$ cat src/hdl/madt_pkg.sv
// shared types and constants for the madt entry stream parser
// no dependencies; imported by the parse core, the result queue and the top level
package madt_pkg;

    // result kinds as seen on the output tuser
    typedef enum logic [2:0] {
        KIND_LAPIC    = 3'd0,
        KIND_IOAPIC   = 3'd1,
        KIND_OVERRIDE = 3'd2,
        KIND_BASE_OVR = 3'd3,
        KIND_SUMMARY  = 3'd4
    } madt_kind_t;

    // entry type codes from the table
    localparam logic [7:0] ET_LAPIC    = 8'd0;
    localparam logic [7:0] ET_IOAPIC   = 8'd1;
    localparam logic [7:0] ET_OVERRIDE = 8'd2;
    localparam logic [7:0] ET_BASE_OVR = 8'd5;

    // minimum entry lengths
    localparam logic [7:0] LEN_MIN      = 8'd2;
    localparam logic [7:0] LEN_LAPIC    = 8'd8;
    localparam logic [7:0] LEN_IOAPIC   = 8'd12;
    localparam logic [7:0] LEN_OVERRIDE = 8'd10;
    localparam logic [7:0] LEN_BASE_OVR = 8'd12;

    // bytes of one entry kept for decoding
    localparam int BUF_BYTES = 12;
    localparam int BUF_IDX_W = 4;

    // register index decoded from paddr[2]
    localparam logic REG_IDX_HEADER_BASE = 1'b0;

    // output tdata width, padded to whole bytes
    localparam int TDATA_W = 104;

    typedef struct packed {
        madt_kind_t   kind;
        logic [4:0]   slot;
        logic [7:0]   field_a;
        logic [7:0]   field_b;
        logic [31:0]  word_a;
        logic [31:0]  word_b;
        logic [15:0]  flag_bits;
        logic         malformed;
        logic         final_res;
    } madt_result_t;

    // configuration write toward the parse core
    typedef struct packed {
        logic         wr;
        logic [31:0]  data;
    } madt_cfg_t;

endpackage

$ cat src/hdl/madt_parse_core.sv
// byte-level entry parser: entry state, decode of completed entries, summary
// depends on madt_pkg; results go to madt_result_queue
module madt_parse_core
    import madt_pkg::*;
#(
    parameter int MAX_CPUS      = 32,
    parameter int MAX_IOAPICS   = 8,
    parameter int MAX_OVERRIDES = 16
)(
    input  logic         clk,
    input  logic         rst_n,
    input  logic         step,
    input  logic [7:0]   data_byte,
    input  logic         last_byte,
    input  logic [31:0]  header_apic_base,
    input  madt_cfg_t    cfg,
    output logic [1:0]   push_n,
    output madt_result_t res0,
    output madt_result_t res1
);

    localparam int CPU_W = $clog2(MAX_CPUS + 1);
    localparam int IO_W  = $clog2(MAX_IOAPICS + 1);
    localparam int OV_W  = $clog2(MAX_OVERRIDES + 1);

    logic [7:0]       off_reg, off_next;
    logic [7:0]       type_reg, type_next;
    logic [7:0]       len_reg, len_next;
    logic [CPU_W-1:0] cpu_reg, cpu_next;
    logic [IO_W-1:0]  io_reg, io_next;
    logic [OV_W-1:0]  ov_reg, ov_next;
    logic [15:0]      seen_reg, seen_next;
    logic [31:0]      base_reg, base_next;
    logic             halted_reg, halted_next;
    logic             bad_reg, bad_next;

    logic [7:0]       bytes_reg [BUF_BYTES];
    logic [7:0]       bytes_eff [BUF_BYTES];

    logic             step_live;
    logic             finish;
    logic             emit;
    logic [7:0]       len_eff;
    logic [31:0]      cpu_wide, io_wide, ov_wide;
    logic [31:0]      cpu_sum_wide, io_sum_wide;
    madt_result_t     rec;
    madt_result_t     sum;

    assign step_live = step && !halted_reg;

    // entry bytes with the current beat merged at its offset
    always_comb
    begin
        for (int i = 0; i < BUF_BYTES; i++)
        begin
            bytes_eff[i] = (off_reg == 8'(i)) ? data_byte : bytes_reg[i];
        end
    end

    // entry buffer, first BUF_BYTES bytes of the entry including the type and length bytes
    always_ff @(posedge clk)
    begin
        if (step_live && off_reg < 8'(BUF_BYTES))
        begin
            bytes_reg[off_reg[BUF_IDX_W-1:0]] <= data_byte;
        end
    end

    assign cpu_wide = 32'(cpu_reg);
    assign io_wide  = 32'(io_reg);
    assign ov_wide  = 32'(ov_reg);

    // offset tracking and entry completion
    always_comb
    begin
        off_next    = off_reg;
        type_next   = type_reg;
        len_next    = len_reg;
        halted_next = halted_reg;
        bad_next    = bad_reg;
        finish      = 1'b0;
        len_eff     = len_reg;
        if (step_live)
        begin
            if (off_reg == 8'd0)
            begin
                type_next = data_byte;
                off_next  = 8'd1;
            end
            else if (off_reg == 8'd1)
            begin
                len_next = data_byte;
                len_eff  = data_byte;
                if (data_byte < LEN_MIN)
                begin
                    bad_next    = 1'b1;
                    halted_next = 1'b1;
                end
                else if (data_byte == LEN_MIN)
                begin
                    finish   = 1'b1;
                    off_next = 8'd0;
                end
                else
                begin
                    off_next = 8'd2;
                    if (last_byte)
                    begin
                        bad_next = 1'b1;
                    end
                end
            end
            else
            begin
                if ({1'b0, off_reg} + 9'd1 >= {1'b0, len_reg})
                begin
                    finish   = 1'b1;
                    off_next = 8'd0;
                end
                else
                begin
                    off_next = off_reg + 8'd1;
                    if (last_byte)
                    begin
                        bad_next = 1'b1;
                    end
                end
            end
        end
    end

    // decode of a completed entry into at most one record, and the header base write
    always_comb
    begin
        emit      = 1'b0;
        rec       = '0;
        cpu_next  = cpu_reg;
        io_next   = io_reg;
        ov_next   = ov_reg;
        seen_next = seen_reg;
        base_next = base_reg;
        // header base reaches the live base only before any byte of a table
        if (!step && cfg.wr && off_reg == 8'd0 && seen_reg == 16'd0 && !halted_reg)
        begin
            base_next = cfg.data;
        end
        if (finish)
        begin
            if (seen_reg != 16'hFFFF)
            begin
                seen_next = seen_reg + 16'd1;
            end
            unique case (type_reg)
                ET_LAPIC:
                begin
                    if (len_eff >= LEN_LAPIC && cpu_reg < CPU_W'(MAX_CPUS))
                    begin
                        emit          = 1'b1;
                        rec.kind      = KIND_LAPIC;
                        rec.slot      = cpu_wide[4:0];
                        rec.field_a   = bytes_eff[2];
                        rec.field_b   = bytes_eff[3];
                        rec.flag_bits = {15'd0, bytes_eff[4][0]};
                        cpu_next      = cpu_reg + CPU_W'(1);
                    end
                end
                ET_IOAPIC:
                begin
                    if (len_eff >= LEN_IOAPIC && io_reg < IO_W'(MAX_IOAPICS))
                    begin
                        emit        = 1'b1;
                        rec.kind    = KIND_IOAPIC;
                        rec.slot    = io_wide[4:0];
                        rec.field_a = bytes_eff[2];
                        rec.word_a  = {bytes_eff[7], bytes_eff[6], bytes_eff[5], bytes_eff[4]};
                        rec.word_b  = {bytes_eff[11], bytes_eff[10], bytes_eff[9], bytes_eff[8]};
                        io_next     = io_reg + IO_W'(1);
                    end
                end
                ET_OVERRIDE:
                begin
                    if (len_eff >= LEN_OVERRIDE && ov_reg < OV_W'(MAX_OVERRIDES))
                    begin
                        emit          = 1'b1;
                        rec.kind      = KIND_OVERRIDE;
                        rec.slot      = ov_wide[4:0];
                        rec.field_a   = bytes_eff[2];
                        rec.field_b   = bytes_eff[3];
                        rec.word_a    = {bytes_eff[7], bytes_eff[6], bytes_eff[5], bytes_eff[4]};
                        rec.flag_bits = {bytes_eff[9], bytes_eff[8]};
                        ov_next       = ov_reg + OV_W'(1);
                    end
                end
                ET_BASE_OVR:
                begin
                    if (len_eff >= LEN_BASE_OVR)
                    begin
                        emit       = 1'b1;
                        base_next  = {bytes_eff[7], bytes_eff[6], bytes_eff[5], bytes_eff[4]};
                        rec.kind   = KIND_BASE_OVR;
                        rec.word_a = {bytes_eff[7], bytes_eff[6], bytes_eff[5], bytes_eff[4]};
                    end
                end
                default:
                begin
                end
            endcase
        end
    end

    assign cpu_sum_wide = 32'(cpu_next);
    assign io_sum_wide  = 32'(io_next);

    // summary built from the state after this beat
    always_comb
    begin
        sum           = '0;
        sum.kind      = KIND_SUMMARY;
        sum.field_a   = (cpu_sum_wide > 32'd255) ? 8'hFF : cpu_sum_wide[7:0];
        sum.field_b   = (io_sum_wide > 32'd255) ? 8'hFF : io_sum_wide[7:0];
        sum.word_a    = base_next;
        sum.word_b    = {16'd0, seen_next};
        sum.flag_bits = 16'(ov_next);
        sum.malformed = bad_next;
        sum.final_res = 1'b1;
    end

    // result ordering: record first, summary after it
    always_comb
    begin
        res0   = rec;
        res1   = sum;
        push_n = 2'd0;
        if (step)
        begin
            if (emit && last_byte)
            begin
                push_n = 2'd2;
            end
            else if (emit)
            begin
                res0.final_res = 1'b1;
                push_n         = 2'd1;
            end
            else if (last_byte)
            begin
                res0   = sum;
                push_n = 2'd1;
            end
        end
    end

    // parse state, rearmed by the last beat of a table
    always_ff @(posedge clk or negedge rst_n)
    begin
        if (!rst_n)
        begin
            off_reg    <= 8'd0;
            type_reg   <= 8'd0;
            len_reg    <= 8'd0;
            cpu_reg    <= '0;
            io_reg     <= '0;
            ov_reg     <= '0;
            seen_reg   <= 16'd0;
            base_reg   <= 32'd0;
            halted_reg <= 1'b0;
            bad_reg    <= 1'b0;
        end
        else if (step && last_byte)
        begin
            off_reg    <= 8'd0;
            type_reg   <= 8'd0;
            len_reg    <= 8'd0;
            cpu_reg    <= '0;
            io_reg     <= '0;
            ov_reg     <= '0;
            seen_reg   <= 16'd0;
            base_reg   <= header_apic_base;
            halted_reg <= 1'b0;
            bad_reg    <= 1'b0;
        end
        else
        begin
            off_reg    <= off_next;
            type_reg   <= type_next;
            len_reg    <= len_next;
            cpu_reg    <= cpu_next;
            io_reg     <= io_next;
            ov_reg     <= ov_next;
            seen_reg   <= seen_next;
            base_reg   <= base_next;
            halted_reg <= halted_next;
            bad_reg    <= bad_next;
        end
    end

    // the last beat always leaves a clean, running parser
    a_rearm: assert property (@(posedge clk) disable iff (!rst_n)
        (step && last_byte) |=> (off_reg == 8'd0 && !halted_reg && !bad_reg
                                 && seen_reg == 16'd0))
        else $error("parser not rearmed after last beat");

    // a halted parser only ever yields the summary
    a_halted_quiet: assert property (@(posedge clk) disable iff (!rst_n)
        (step && halted_reg) |-> (push_n == (last_byte ? 2'd1 : 2'd0)))
        else $error("record emitted while halted");

    // a pair is record then summary, final flag on the second only
    a_pair_order: assert property (@(posedge clk) disable iff (!rst_n)
        (push_n == 2'd2) |-> (res1.kind == KIND_SUMMARY && res1.final_res
                              && !res0.final_res && res0.kind != KIND_SUMMARY))
        else $error("bad result pair order");

endmodule

$ cat src/hdl/madt_result_queue.sv
// three-entry result queue between the parse core and the output stream
// depends on madt_pkg; takes up to two results per beat, gives one per cycle while the output is ready
module madt_result_queue
    import madt_pkg::*;
(
    input  logic         clk,
    input  logic         rst_n,
    input  logic [1:0]   push_n,
    input  madt_result_t res0,
    input  madt_result_t res1,
    output logic         out_valid,
    input  logic         out_ready,
    output madt_result_t head,
    output logic         in_ready
);

    localparam int DEPTH = 3;

    madt_result_t q_reg [DEPTH];
    madt_result_t q_next [DEPTH];
    logic [1:0]   count_reg, count_next;
    logic [1:0]   count_left;
    logic         pop;

    assign out_valid = (count_reg != 2'd0);
    assign head      = q_reg[0];
    assign pop       = out_valid && out_ready;
    // room for a full pair regardless of the output side
    assign in_ready  = (count_reg <= 2'd1);

    assign count_left = count_reg - {1'b0, pop};
    assign count_next = count_left + push_n;

    // shift out the head, then append at the tail
    always_comb
    begin
        for (int i = 0; i < DEPTH; i++)
        begin
            if (pop && i < DEPTH - 1)
            begin
                q_next[i] = q_reg[i + 1];
            end
            else
            begin
                q_next[i] = q_reg[i];
            end
            if (push_n != 2'd0 && count_left == 2'(i))
            begin
                q_next[i] = res0;
            end
            if (push_n == 2'd2 && count_left + 2'd1 == 2'(i))
            begin
                q_next[i] = res1;
            end
        end
    end

    always_ff @(posedge clk)
    begin
        for (int i = 0; i < DEPTH; i++)
        begin
            q_reg[i] <= q_next[i];
        end
    end

    always_ff @(posedge clk or negedge rst_n)
    begin
        if (!rst_n)
        begin
            count_reg <= 2'd0;
        end
        else
        begin
            count_reg <= count_next;
        end
    end

    // a pair only lands when at least two slots are free
    a_pair_room: assert property (@(posedge clk) disable iff (!rst_n)
        (push_n == 2'd2) |-> (count_reg <= 2'd1))
        else $error("result pair pushed without room");

    // a lone pop drains one entry
    a_pop_only: assert property (@(posedge clk) disable iff (!rst_n)
        (pop && push_n == 2'd0) |=> (count_reg == $past(count_reg) - 2'd1))
        else $error("queue count wrong after pop");

    // a lone push adds one entry
    a_push_only: assert property (@(posedge clk) disable iff (!rst_n)
        (!pop && push_n == 2'd1) |=> (count_reg == $past(count_reg) + 2'd1))
        else $error("queue count wrong after push");

endmodule

$ cat src/hdl/madt_entry_stream_parser.sv
// top level of the madt entry stream parser: stream ports, apb register, wiring
// depends on madt_pkg, madt_parse_core and madt_result_queue
//
// Takes the entry area of an ACPI MADT one byte per beat (tlast on the final
// byte) and emits a record for each long enough local APIC, I/O APIC,
// interrupt override and APIC address override entry (the first three up to
// their MAX_ parameter limits), followed on the last byte by a summary. One
// byte is taken every clock cycle while the result queue has room for two
// results. A last byte that also completes an emitted entry yields two
// results, which leaves the three-entry queue too full for another pair, so
// the input pauses after such a beat even with the output always ready;
// beyond that the input stalls only when the output is held back.
// header_apic_base sits at byte address 0 and should be written between tables.
module madt_entry_stream_parser
    import madt_pkg::*;
#(
    parameter int MAX_CPUS      = 32,
    parameter int MAX_IOAPICS   = 8,
    parameter int MAX_OVERRIDES = 16
)(
    input  logic                clk,
    input  logic                rst_n,
    // input stream
    input  logic                s_tvalid,
    output logic                s_tready,
    input  logic [7:0]          s_tdata,   // [7:0] data_byte
    input  logic                s_tlast,   // last_byte
    // output stream
    output logic                m_tvalid,
    input  logic                m_tready,
    // [4:0] slot, [12:5] field_a, [20:13] field_b, [52:21] word_a,
    // [84:53] word_b, [100:85] flag_bits, [101] malformed, [103:102] zero
    output logic [TDATA_W-1:0]  m_tdata,
    output logic [2:0]          m_tuser,   // [2:0] kind
    output logic                m_tlast,   // final_res
    // configuration
    input  logic                psel,
    input  logic                penable,
    input  logic                pwrite,
    input  logic [2:0]          paddr,
    input  logic [31:0]         pwdata,
    output logic [31:0]         prdata,
    output logic                pready
);

    logic [31:0]  header_base_reg, header_base_next;
    madt_cfg_t    cfg;
    logic         step;
    logic [1:0]   push_n;
    madt_result_t res0;
    madt_result_t res1;
    madt_result_t head;

    // apb register
    assign pready = 1'b1;
    assign cfg.wr = psel && penable && pwrite && (paddr[2] == REG_IDX_HEADER_BASE);
    assign cfg.data = pwdata;
    assign header_base_next = cfg.wr ? pwdata : header_base_reg;
    assign prdata = (paddr[2] == REG_IDX_HEADER_BASE) ? header_base_reg : 32'd0;

    always_ff @(posedge clk or negedge rst_n)
    begin
        if (!rst_n)
        begin
            header_base_reg <= 32'd0;
        end
        else
        begin
            header_base_reg <= header_base_next;
        end
    end

    // accepted input beat
    assign step = s_tvalid && s_tready;

    madt_parse_core #(
        .MAX_CPUS      (MAX_CPUS),
        .MAX_IOAPICS   (MAX_IOAPICS),
        .MAX_OVERRIDES (MAX_OVERRIDES)
    ) u_core (
        .clk              (clk),
        .rst_n            (rst_n),
        .step             (step),
        .data_byte        (s_tdata),
        .last_byte        (s_tlast),
        .header_apic_base (header_base_reg),
        .cfg              (cfg),
        .push_n           (push_n),
        .res0             (res0),
        .res1             (res1)
    );

    madt_result_queue u_queue (
        .clk       (clk),
        .rst_n     (rst_n),
        .push_n    (push_n),
        .res0      (res0),
        .res1      (res1),
        .out_valid (m_tvalid),
        .out_ready (m_tready),
        .head      (head),
        .in_ready  (s_tready)
    );

    // output packing
    assign m_tuser = head.kind;
    assign m_tlast = head.final_res;
    assign m_tdata = {2'b00, head.malformed, head.flag_bits, head.word_b, head.word_a,
                      head.field_b, head.field_a, head.slot};

endmodule
$ cat config.mk
export PLATFORM = sky130hd
export DESIGN_NAME = madt_entry_stream_parser
export DESIGN_NICKNAME = d
export VERILOG_FILES = /design/src/hdl/madt_pkg.sv /design/src/hdl/madt_parse_core.sv /design/src/hdl/madt_result_queue.sv /design/src/hdl/madt_entry_stream_parser.sv
export SDC_FILE = /design/constraint.sdc
export NUM_CORES = 1
export LEC_CHECK = 0
export ABC_AREA = 0
export BUFFER_PORTS_ARGS = -buffer_cell sky130_fd_sc_hd__buf_4
export CORE_ASPECT_RATIO = 1.1
export CORE_MARGIN = 2
export CORE_UTILIZATION = 55
export CTS_CLUSTER_SIZE = 12
export DETAILED_ROUTE_END_ITERATION = 10
export HOLD_SLACK_MARGIN = 0.12
export PLACE_DENSITY = 0.76
export SYNTH_ARGS = -nofsm -noshare
export SYNTH_HDL_FRONTEND = slang
export SYNTH_HIERARCHICAL = 1
export SYNTH_SLANG_ARGS = --single-unit
$ cat constraint.sdc
create_clock -name clk -period 9.59 [get_ports clk]
set_input_delay 0.959 -clock clk [delete_from_list [all_inputs] [get_ports clk]]
set_output_delay 0.959 -clock clk [all_outputs]
set_load 0.01 [all_outputs]
==> metrics.md, run 1 <==
| Metric | Value |
|---|---|
| Max reg flops | 318 |
| CTS tree | built |
| Buffers added on ports | 188 |
| Req. time, crit path | 9.89 ns |
| Average wire per standard cell | 24.6 um |
| R2R cell count | 16 |
| CP Capture Type | flip-flop |
| LEAKAGE | 12.3 nW |
| Number of top-level pins | 194 |
| Root Buffer | clkbuf_16 |
| Finished Cell Area | 30500 um^2 |
| Clock Path Buffers | 3 |
| DR pass1 iterations | 6 |
| Layout area overhead | 7.65% |
| Total of max-cap violations | 0 |
| Gr usage total | 28.5% |
| Mux contribution to synthesized area | 11.6% |
| Number of global-route vias before repair | 20568 |
| Fmax achieved | 0.130 GHz |
| Critical path buffers and inverters | 4 |
| FP Rows | 87 |
| Largest net degree at the start of global routing | 122 |
| Yosys warning total | 6 |
| Main flop type after synthesis | edfxtp_1 |
| Hold_buf cts | 0 |
| Clk Latency, worst-skew pair | 0.61 ns |
| Post-synth top area share | 42.1% |
| Slowest stage delay, CP | 1.05 ns |
| Setup TNS | 0 ns |
| Post-synth ARST share | 23.6% |
| Nets | 2511 |
| Simple-gate share of the synthesized area | 13.0% |
| Post-Synth XOR/XNOR Area | 0.927% |
| CP top delay family | simple AND/OR/NAND/NOR gates |
| Number of synthesized flops with an enable pin | 398 |
| Main combinational cell family by area after synthesis | simple AND/OR/NAND/NOR gates |
| DRC viols | 0 |
| Initial core utilization | 55.5% |
| First-pass GRT wire length | 119000 um |
| Post-cts resize count | 0 |
| Count of cell types in the netlist | 69 |
| Type of origin of the critical path | flip-flop |
| Post-Route WL | 77200 um |
| DR vias/cell | 6.65 |
| WP depth | 16 |
| Slowest-stage cell, CP | nor3_1 |
| Top cells by area, synth | edfxtp_1 42%, dfrtp_1 11%, buf_4 4.7% |
| RSZ-0062 raised after global routing | false |
| Endpoints failing setup | 0 |
| Pwr Density | 255 nW/um^2 |
| Cell taking the most area after synthesis | edfxtp_1 |
| Synth Area in Adders | 1.06% |
| Sequential share of the synthesized area | 53.0% |
| Most frequent cells in the layout | 398 x edfxtp_1, 224 x buf_4, 125 x o21ai_0 |
| Worst path cell trace | inv_1 > and2_1 > nor2b_1 > buf_4 > nand4b_1 > mux2i_1 > nor3_1 > or2_1 > o21ai_2 > ha_1 > nor2b_1 > nand3b_1 > buf_4 > or2_4 > buf_4 > a31oi_1 |
| Congestion Overflow GR | 0 |
| Run status | finished clean |
| Flop-to-flop setup slack | 1.88 ns |
| Placed Area | 28900 um^2 |
| Fin. Hold Viols | 0 |
| Final Cycle Share | 80.4% |
| Die H | 242 um |
| Critical path fanouts, max | 62 |
| Die area | 53400 um^2 |
| Cells after synthesis | 2485 |
| Complex-gate fraction of the synthesized area | 11.6% |
| Max-slew violations | 0 |
| Synthesized flop and latch total | 521 |
| Final period demand of the worst path | 7.71 ns |
| Clock transition at the registers of the reported paths | 0.07 ns |
| CTS Sinks | 521 |
| Clk_skew | 0.0277 ns |
| CP arrival | 8.01 ns |
| Initial antenna violation count | 0 |
| Area of the core | 51100 um^2 |
| CTS buffer count | 53 |
| Post-CTS setup buffers | 0 |
| Worst-margin pin slew | 1.26 ns |
| R2R Path Start | u_queue/count_reg[1] |
| Post-DP HPWL | 44800 um |
| H-tree Lvls | 2 |
| Antenna cells | 0 |
| Slew headroom | 15.3% |
| Placer Congestion | 0.902 |
| Share of layout cells above drive strength 1 | 19.0% |
| RR Endpoint | u_queue/q_reg[0][167] |
| Count of antenna-violating nets left after detailed routing | 0 |
| Leading cell type in the layout, fill and taps excluded | edfxtp_1 |
| Kind of critical path | reg -> reg |
| Mapped Area | 28400 um^2 |
| Cell repeated most along the worst path | buf_4 |
| Die width | 220 um |
| Post-Syn Area per Cell | 11.4 um^2 |
| 1st-iter DRT viols | 2531 |
| Hold WC Path Type | in -> async |
| Worst vdd rail ir drop | 0.340 mV |
| Routed via count | 20916 |
-- layout make-up --
class                      instances  area, um^2
timing repair buffer             225        1700
multi-input combinational       1558       11100
clock inverter                     7        33.8
fill                            4003       20500
tap                              667         835
sequential                       521       15000
clock buffer                      90        1570
inverter                          77         289
-- metrics by stage --
step | hold WS, ns | cells | utilization (%) | power [mW] | setup slack [ns]
after floorplan | 0.464 | 2526 | - | 5.16 | 0.118
after global placement | 0.488 | 3048 | 56.7 | 5.72 | 1.74
after detailed placement | 0.496 | 3048 | 56.7 | 5.78 | 1.60
after CTS | 0.445 | 3145 | 59.8 | 7.73 | 2.00
after global routing | 0.499 | 3145 | 59.8 | 8.09 | 1.52
final | 0.456 | 3145 | 59.8 | 7.78 | 1.88
-- cell usage after synthesis, drive strengths merged, types with 11 or more instances --
cell    instances
a31oi         110
a221o         106
dfrtp         123
xor2           16
o22ai          56
ha             24
and2           17
inv            77
buf           236
nand2         111
nor2           85
nand4         115
nand3          37
xnor2          11
mux2i         119
nor2b          35
and3          123
clkbuf        134
nor3          117
edfxtp        398
mux2          176
a21oi          31
o21ai         164
-- power by group --
part	internal, mW	switching (mW)
Clock	1.10	0.859
Sequential	3.04	0.195
Combinational	0.789	1.79
-- kinds of logic (layout without fill, tap and decap cells) --
family,count (synthesis),in the layout
AND/OR/NAND/NOR,678,678
flip-flops,521,521
AO/OA/AOI/OAI,489,489
buffers and inverters,447,399
multiplexers,295,295
XOR/XNOR,27,27
adder cells (fa/ha/maj),24,24
other,4,45
-- how the worst max path moves through the flow --
stage | from | to | slack, ns
6_report | u_queue/count_reg[1] | u_queue/q_reg[0][167] | 1.88
5_1_grt | u_queue/count_reg[1] | u_queue/q_reg[0][163] | 1.52
4_1_cts | u_queue/count_reg[1] | u_queue/q_reg[0][174] | 2.00
3_5_place_dp | s_tvalid | u_queue/q_reg[0][174] | 1.60
3_3_place_gp | s_tvalid | u_queue/q_reg[0][155] | 1.74
2_1_floorplan | u_core/off_reg[2] | u_queue/q_reg[0][106] | 0.12
-- routing by layer --
| layer | GRT usage [%] | vias up | routed length (um) | share of wire (%) |
|---|---|---|---|---|
| li1 | - | 9133 | - | - |
| met1 | 39.3 | 10225 | 30200 | 39 |
| met2 | 44.8 | 1372 | 36400 | 47 |
| met3 | 4.93 | 186 | 7980 | 10 |
| met4 | 11.1 | 0 | 2650 | 3.4 |
| met5 | 0 | - | 0 | 0 |
No activity file was read; power rests on OpenSTA's default activity.
==> inputs of run 2 (changes only) <==
- CORE_UTILIZATION: 55 -> 61
- PLACE_DENSITY: 0.76 -> 0.8
- clock period: 9.59 -> 7.8 ns (I/O delays scaled with it)
==> run 2 against run 1 <==
Effect of this change: utilization rose by 7.0 points; highest routed layer unchanged; worst hold slack lost 0.22 ns; sequential share of layout area about the same.
==> metrics.md, run 2 (synthesis results as in run 1) <==
| Metric | Value |
|---|---|
| Hold_ws | 0.240 ns (was 0.456 ns) |
| Kind of critical path | reg -> reg (unchanged) |
| Number of top-level pins | 194 (unchanged) |
| Area of the core | 45800 um^2 (was 51100 um^2) |
| 1st-iter DRT viols | 2694 (was 2531) |
| CTS buffer count | 53 (unchanged) |
| DRC viols | 0 (unchanged) |
| Average wire per standard cell | 25.4 um (was 24.6 um) |
| Met2 wire length | 37000 um (was 36400 um) |
| Filler cell count | 3260 (was 4003) |
| Post-CTS setup buffers | 0 (unchanged) |
| CP Capture Type | flip-flop (unchanged) |
| Run status | finished clean (unchanged) |
| Post-Route WL | 78100 um (was 77200 um) |
| H-tree Lvls | 2 (unchanged) |
| Clock transition at the registers of the reported paths | 0.06 ns (was 0.07 ns) |
| Number of global-route vias before repair | 21086 (was 20568) |
| Worst vdd rail ir drop | 0.478 mV (was 0.340 mV) |
| Critical path fanouts, max | 66 (was 62) |
| Pre-CTS setup slack | 1.62 ns (was 1.60 ns) |
| DR vias/cell | 6.95 (was 6.65) |
| Layout area overhead | 7.74% (was 7.65%) |
| Hold WC Path Type | in -> async (unchanged) |
| Fmax achieved | 0.156 GHz (was 0.130 GHz) |
| Count of antenna-violating nets left after detailed routing | 0 (unchanged) |
| Post-cts resize count | 0 (unchanged) |
| CTS Sinks | 521 (unchanged) |
| Endpoints failing setup | 0 (unchanged) |
| RSZ-0062 raised after global routing | false (unchanged) |
| Pwr Density | 316 nW/um^2 (was 255 nW/um^2) |
| Root Buffer | clkbuf_16 (unchanged) |
| Die H | 230 um (was 242 um) |
| Clock Path Buffers | 3 (unchanged) |
| Total of max-cap violations | 0 (unchanged) |
| Worst-margin pin slew | 1.30 ns (was 1.26 ns) |
| Flop-to-flop setup slack | 1.38 ns (was 1.88 ns) |
| Clk_skew | 0.0193 ns (was 0.0277 ns) |
| R2R Path Start | u_core/off_reg[0] (was u_queue/count_reg[1]) |
| Largest net degree at the start of global routing | 269 (was 122) |
| Fin. Hold Viols | 0 (unchanged) |
| Leading cell type in the layout, fill and taps excluded | edfxtp_1 (unchanged) |
| Gr usage total | 31.5% (was 28.5%) |
| Routed via count | 21345 (was 20916) |
| Top sig layer | met4 (unchanged) |
| Most frequent cells in the layout | 398 x edfxtp_1, 220 x buf_4, 124 x o21ai_0 (was 398 x edfxtp_1, 224 x buf_4, 125 x o21ai_0) |
| Post-DP HPWL | 44100 um (was 44800 um) |
| Hold_buf cts | 0 (unchanged) |
| Die area | 48200 um^2 (was 53400 um^2) |
| First-pass GRT wire length | 119000 um (about the same) |
| Req. time, crit path | 8.15 ns (was 9.89 ns) |
| CTS tree | built (unchanged) |
| Nets | 2512 (was 2511) |
| DR pass1 iterations | 9 (was 6) |
| Fin worst setup slack | 1.38 ns (was 1.88 ns) |
| LEAKAGE | 12.4 nW (was 12.3 nW) |
| RR Endpoint | u_queue/q_reg[0][231] (was u_queue/q_reg[0][167]) |
| Congestion Overflow GR | 0 (unchanged) |
| Type of origin of the critical path | flip-flop (unchanged) |
| FP Rows | 82 (was 87) |
| Die width | 210 um (was 220 um) |
| Slew headroom | 13.2% (was 15.3%) |
| Max-slew violations | 0 (unchanged) |
| Max reg flops | 318 (unchanged) |
| Placer Congestion | 0.944 (was 0.902) |
| Initial antenna violation count | 0 (unchanged) |
| Met3 WL | 8670 um (was 7980 um) |
| Final Cycle Share | 82.3% (was 80.4%) |
| Clk Latency, worst-skew pair | 0.62 ns (was 0.61 ns) |
| Met1 WL | 29800 um (was 30200 um) |
| Buffers added on ports | 188 (unchanged) |
| Share of layout cells above drive strength 1 | 19.1% (was 19.0%) |
| Antenna cells | 0 (unchanged) |
| Initial core utilization | 62.0% (was 55.5%) |
| CP arrival | 6.77 ns (was 8.01 ns) |
| Final period demand of the worst path | 6.42 ns (was 7.71 ns) |
| R2R cell count | 18 (was 16) |
==> run 2: cell types whose count changed in the layout (fill, tap and decap cells not counted), sizes merged <==
cell	change
buf	+1
clkinv	+3
clkbuf	-1
bufinv	+1
==> run 2: stage by stage <==
step	total power, mW	cells	cell area (um^2)	setup TNS [ns]	utilization [%]
final	9.66	3070	30600	0	66.8
after global routing	10.0	3070	30600	0	66.8
after CTS	9.59	3070	30600	0	66.8
after detailed placement	7.15	2970	28900	0	63.2
after global placement	7.04	2970	28900	0	63.2
after floorplan	6.35	2526	28600	-110.71	-
==> run 2: layout make-up <==
cell class / count / area [um^2] / area share [%]
clock buffer: 89 / 1530 / 5.01
clock inverter: 11 / 105 / 0.344
inverter: 77 / 289 / 0.946
multi-input combinational: 1558 / 11100 / 36.3
sequential: 521 / 15000 / 49.2
tap: 588 / 736 / 2.41
timing repair buffer: 226 / 1770 / 5.80
==> run 2: worst max-delay path by stage <==
| stage | start | to | slack, ns | cells after the start |
|---|---|---|---|---|
| after floorplan | u_core/off_reg[3] | u_queue/q_reg[0][106] | -1.04 | 17 |
| after global placement | u_core/off_reg[0] | u_queue/q_reg[0][235] | 1.66 | 18 |
| after detailed placement | u_core/off_reg[0] | u_queue/q_reg[0][212] | 1.62 | 18 |
| after CTS | u_core/off_reg[0] | u_queue/q_reg[0][212] | 1.59 | 18 |
| after global routing | u_core/off_reg[2] | u_queue/q_reg[0][233] | 1.20 | 19 |
| final | u_core/off_reg[0] | u_queue/q_reg[0][231] | 1.38 | 18 |
==> run 2: report_power, final <==
part | switching (mW) | internal, mW | total (mW)
clock network | 1.08 | 1.37 | 2.45
logic | 2.24 | 0.993 | 3.24
registers | 0.241 | 3.73 | 3.97
==> run 2: layer usage <==
metal  GRT usage (%)  vias to the layer above
met3            5.72                      224
met4            13.2                        0
li1                -                     9140
met2            50.8                     1558
met1            42.4                    10423
met5               0                        -
==> run 2: worst max-delay path, stage by stage (launching register included) <==
cell and delay, ns:
dfrtp_1 0.49, ha_1 0.50, nand3_1 0.16, xnor2_1 0.28, ha_1 0.30, a21o_1 0.18
a221oi_1 0.30, o21ai_1 0.19, o21ai_2 0.41, a21oi_4 0.24, o21ai_2 0.15, inv_1 0.07
ha_1 0.21, and2_1 0.29, nor3b_4 0.24, nand2_4 0.10, buf_4 0.60, buf_4 0.87
mux2_2 0.43
